==> config.mk <==
export PLATFORM = sky130hd
export DESIGN_NAME = pfa_ctrl
export DESIGN_NICKNAME = d
export VERILOG_FILES = /design/src/hdl/pfa_pkg.sv /design/src/hdl/pfa_ctrl.sv
export SDC_FILE = /design/constraint.sdc
export NUM_CORES = 1
export LEC_CHECK = 0
export BUFFER_PORTS_ARGS = -buffer_cell sky130_fd_sc_hd__buf_2
export CAP_MARGIN = 10
export CORE_AREA = 4 4 41 43
export DETAILED_ROUTE_END_ITERATION = 10
export DIE_AREA = 0 0 45 47
export REMOVE_ABC_BUFFERS = 1
export SLEW_MARGIN = 5
export SYNTH_ARGS = -nofsm -noshare
export SYNTH_HDL_FRONTEND = slang
export SYNTH_SLANG_ARGS = --single-unit
export TNS_END_PERCENT = 5
==> constraint.sdc <==
create_clock -name clk_i -period 0.87 [get_ports clk_i]
set_input_delay 0.087 -clock clk_i [delete_from_list [all_inputs] [get_ports clk_i]]
set_output_delay 0.087 -clock clk_i [all_outputs]
set_load 0.02 [all_outputs]
==> src/hdl/pfa_pkg.sv <==
package pfa_pkg;

  localparam int unsigned MAX_PAGES   = 16384;
  localparam int unsigned PAGE_SHIFT  = 12;
  localparam int unsigned IDX_W       = $clog2(MAX_PAGES);
  localparam int unsigned DEPTH_W     = $clog2(MAX_PAGES + 1);

  localparam int unsigned CMD_W       = 3;
  localparam int unsigned ADDR_W      = 32;
  localparam int unsigned STATUS_W    = 3;
  localparam int unsigned PAGE_ADDR_W = 26;
  localparam int unsigned REF_W       = 8;
  localparam int unsigned CFG_W       = 27;

  localparam int unsigned PADDR_W     = 3;
  localparam int unsigned PDATA_W     = 32;

  localparam logic [CFG_W-1:0] KERNEL_END_RST = '0;
  localparam logic [CFG_W-1:0] PHYS_TOP_RST   = CFG_W'(67108864);

  // Register select, taken from the word address bit of paddr.
  localparam logic REG_KERNEL_END = 1'b0;
  localparam logic REG_PHYS_TOP   = 1'b1;

  typedef enum logic [CMD_W-1:0] {
    CMD_ALLOC = 3'd0,
    CMD_FREE  = 3'd1,
    CMD_INC   = 3'd2,
    CMD_DEC   = 3'd3,
    CMD_GET   = 3'd4,
    CMD_SEED  = 3'd5
  } cmd_e;

  typedef enum logic [STATUS_W-1:0] {
    ST_OK    = 3'd0,
    ST_EMPTY = 3'd1,
    ST_RANGE = 3'd2,
    ST_ALIGN = 3'd3,
    ST_FULL  = 3'd4
  } status_e;

  typedef enum logic [1:0] {
    S_CLEAR = 2'd0,
    S_IDLE  = 2'd1,
    S_EXEC  = 2'd2
  } state_e;

  // Controller to datapath.
  typedef struct packed {
    logic clear;    // write one zero into the count store during the sweep
    logic capture;  // register the incoming command and issue the RAM reads
    logic commit;   // perform the writes and load the result register
  } ctrl_cmd_t;

  // Datapath to controller.
  typedef struct packed {
    logic clear_last;  // the sweep is writing its final entry
    logic out_busy;    // result register full and not being taken
  } dp_sts_t;

endpackage

==> src/hdl/pfa_ctrl.sv <==
module pfa_ctrl (
  input  logic                clk_i,
  input  logic                rst_ni,
  input  logic                in_valid_i,
  output logic                in_ready_o,
  input  pfa_pkg::dp_sts_t    sts_i,
  output pfa_pkg::ctrl_cmd_t  cmd_o
);

  pfa_pkg::state_e state_q, state_d;

  always_ff @(posedge clk_i or negedge rst_ni) begin
    if (!rst_ni) begin
      state_q <= pfa_pkg::S_CLEAR;
    end else begin
      state_q <= state_d;
    end
  end

  always_comb begin
    state_d    = state_q;
    in_ready_o = 1'b0;
    cmd_o      = '0;
    unique case (state_q)
      pfa_pkg::S_CLEAR: begin
        cmd_o.clear = 1'b1;
        if (sts_i.clear_last) begin
          state_d = pfa_pkg::S_IDLE;
        end
      end
      pfa_pkg::S_IDLE: begin
        in_ready_o = 1'b1;
        if (in_valid_i) begin
          cmd_o.capture = 1'b1;
          state_d       = pfa_pkg::S_EXEC;
        end
      end
      pfa_pkg::S_EXEC: begin
        // The RAM read data holds until the next capture, so waiting here is safe.
        if (!sts_i.out_busy) begin
          cmd_o.commit = 1'b1;
          state_d      = pfa_pkg::S_IDLE;
        end
      end
      default: begin
        state_d = pfa_pkg::S_CLEAR;
      end
    endcase
  end

endmodule

======== Word-level counts from Yosys, hierarchy flattened ========
Cells that the tools add are included.
Widths: inputs -> output; s select.
storage, ports and cells
  flip-flop bits (word level) ............. 2
  output and inout bits ................... 4
  logic and storage cells ................. 18
cells by class
  eq/ne operators ......................... 5
  mux-type cells .......................... 10
  reductions and logical operators ........ 2
operators by type and width
  cell                number
  $mux 1              6
  $mux 2              3
  $ne 2x2->1 const B  3
  $pmux 2 s3          1
  $reduce_and 3->1    1
  $eq 2x1->1 const B  1
  $eq 2x2->1 const B  1
  $logic_not 2->1     1

======== Depth between registers and ports, before layout ========
  depth after elaboration ................. 3
  mapped depth ............................ 2
  depth with buffers taken out ............ 2

======== Least setup slack after synthesis ========
Ideal clock, no wire load.
  path type ............................... reg2out
  start ................................... reg state_q[1]
  end ..................................... out cmd_o[0] in the netlist's numbering
  arrival time ............................ 0.899 ns
  setup slack ............................. -0.116 ns
  cell stages (with the launch flop) ...... 3
  cells stage by stage .................... dfrtp_1 nor2b_1 nor2b_1
RTL lines
  element                   line            RTL
  start: declaration        pfa_ctrl.sv:10  pfa_pkg::state_e state_q, state_d;
  start signal: assignment  pfa_ctrl.sv:14  state_q <= pfa_pkg::S_CLEAR;
  start signal: assignment  pfa_ctrl.sv:16  state_q <= state_d;
  end: declaration          pfa_ctrl.sv:7   output pfa_pkg::ctrl_cmd_t cmd_o

==> results_dict.tcl <==
set metrics [dict create \
    p_seq_share_pct 24.0 \
    port_buffers 8 \
    coreArea_um2 1301 \
    yosysTopAreaCellShare_pct 44.44 \
    p_per_area_nw_per_um2 3589 \
    switchingPower_mw 0.3145 \
    ys.flop_type "dfrtp_1" \
    violations "negative setup slack" \
    cp_cell_sequence "nor2b_4, nor2b_1, buf_4" \
    synth_cell_types 8 \
    layout_setup_ws_ns -0.2731 \
    track_usage_pct 4.265 \
    synth_common_cells "4 x nor2b_1, 2 x dfrtp_1" \
    crit_path_end_kind "output pin" \
    combPwrFrac_pct 52.4 \
    dr.pass1.iters 3 \
    slowest_delay_ns 0.39 \
    synth-edff-count 0 \
    setup_viol 6 \
    ys_async_sr_fraction_pct 100.0 \
    drt-total-wl_um 337 \
    synth_area_leaders "dfrtp_1 44%, nor2b_1 22%, and3b_1 7.8%" \
    period_share_pct 131.4 \
    nFillCells 152 \
    num_vias 132 \
    yosys.area.top_type "dfrtp_1" \
    num_rows 13 \
    worstSetupPathType "flop to output pin" \
    clkTransAtPathRegs_ns 0.03 \
    timing.slew.headroom_pct 90.80 \
    reg.largest.list "state_q (2)" \
    yosysMostFrequentCell "nor2b_1" \
    clock_skew_ns 0.002626 \
    drt_iter0_markers 4 \
    slowest_stage "dfrtp_1" \
    place_congestion 0.6951 \
    worstMarginPinSlew_ns 0.1366 \
    start_kind "flop" \
    status "finished, violations left" \
    post-route-drc-count 0 \
    intPower_mw 0.5387 \
    cts_tree "built" \
    swShare_pct 36.86 \
    r2r_setup_slack_ns -0.14 \
    io_pins 9 \
    worst_ep_arrival_time_ns 1.06 \
    rsz0062_at_grt "true" \
    grt_max_degree 8 \
    max_freq_mhz 874.8 \
    h-tree-depth 1 \
    critPathBufInv 1 \
    layout.nets 33 \
    regMostFlops "state_q" \
    synth_warnings 0 \
    die_y_um 47 \
    area_delta_synth_final_pct 111.1 \
    period_minus_slack_ns 1.143 \
    drive_above_1_share_pct 57.69 \
    die_w_um 45 \
    dieArea_um2 2115 \
    ys_seq_area_share_pct 44.44 \
    cp_top_family "flip-flops" \
    clk_latency_ns 0.22 \
    ys_seq_elements 2 \
    maxCapViolations 0 \
    setup_tns_ns -1.099 \
    syn_inst 12 \
    required_ns 0.78 \
    post_drt_wl_per_cell_um 8.220 \
    clockBufferDepth 2 \
    largest_reg_flops 2 \
    antenna_found_initial 0 \
    grt_overflow 0 \
    vdd_drop_max_mv 0.4936 \
    slew_viol_final 0 \
    cp_max_fo 5 \
    via_per_inst 3.220 \
    clkSinkCount 2 \
    hold_viol 0 \
    hold_path_class "input pin to flop" \
    cts-root-buf "clkbuf_4" \
    grt_pass1_vias 135 \
    cts_buffers 3 \
    synthesis.area_um2 112.6 \
    clockPowerShare_pct 23.6 \
    syn_area_per_cell_um2 9.384 \
    drt.antenna.violating_nets 0 \
    initial_utilization_pct 8.654 \
    leakage_nw 0.1147 \
    grt_first_pass_wirelength_um 503 \
    holdWs_ns 0.1474 \
    n_antenna_cell 0 \
]
## cells by family after synthesis
kind of cell     share of synthesized area [%]
AND/OR/NAND/NOR                          36.66
AO/OA/AOI/OAI                            18.89
flip-flops                               44.45
## placed cells by master (no fill, tap or decap)
| cell | synthesis | routed |
|---|---|---|
| buf_4 | 0 | 6 |
| buf_2 | 0 | 4 |
| nor2b_1 | 4 | 3 |
| clkbuf_4 | 0 | 3 |
| nor2_1 | 1 | 1 |
| and3b_1 | 1 | 1 |
| nor2b_4 | 0 | 1 |
| o21ai_0 | 1 | 1 |
| o31a_1 | 1 | 1 |
| nand2_1 | 1 | 1 |
| o21bai_1 | 1 | 1 |
| dlygate4sd3_1 | 0 | 1 |
| dfrtp_2 | 0 | 1 |
| dfrtp_1 | 2 | 1 |
## worst reg2reg max path, stage by stage, from the launching register on
cell and delay, ns:
dfrtp_1 0.40, nor2b_4 0.14, buf_4 0.12, o31a_1 0.23
## what timing repair did
action,in CTS,in global routing
pin swaps,1,1
setup endpoints to repair,6,6
endpoints found under the hold margin,2,0
resized for setup,6,1
hold buffers,1,0
setup buffers,0,1
## path summary, 6_finish.rpt
| kind | cells after the start | start | end |
|---|---|---|---|
| setup / recovery | 3 | state_q[1] | cmd_o[0] |
| hold / removal | 3 | in_valid_i | state_q[0] |
| setup reg to reg | 3 | state_q[1] | state_q[0] |
| hold reg to reg | 1 | state_q[0] | state_q[1] |
| max in group asynchronous | 2 | rst_ni | state_q[0] |
| min in group asynchronous | 2 | rst_ni | state_q[0] |
## power by group through the flow
stage,Combinational [mW],Sequential [mW],Clock [mW]
global route,0.485,0.218,0.223
CTS,0.434,0.198,0.219
global placement,0.370,0.196,0
finish,0.447,0.205,0.201
floorplan,0.232,0.192,0
detailed placement,0.366,0.196,0
## metal layers
metal  vias to the layer above  global-route usage [%]  part of all wire [%]
met5                         -                       0                     0
met4                         0                   10.53                     0
met3                         0                   1.149                    12
met2                         7                   5.367                    54
met1                        56                   3.182                    34
li1                         69                       -                     -
## stage by stage
step	power, mW	util [%]	setup WS [ns]	std cells	instance area (µm²)
2_1_floorplan	0.4240	-	-0.1163	12	112.6
3_5_place_dp	0.5623	13.75	-0.07071	36	178.9
6_report	0.8532	18.27	-0.2731	41	237.7
3_3_place_gp	0.5659	13.75	-0.06722	36	178.9
5_1_grt	0.9264	18.27	-0.3150	41	237.7
4_1_cts	0.8506	17.60	-0.2779	40	229.0
## area by class of cell
class                      count  area, µm²  share of cell area (%)
timing repair buffer          11      75.07                   31.58
multi-input combinational     10      70.07                   29.47
sequential                     2      51.30                   21.58
clock buffer                   3      22.52                   9.474
tap                           15      18.77                   7.895
Power figures use the tool's default switching activity.
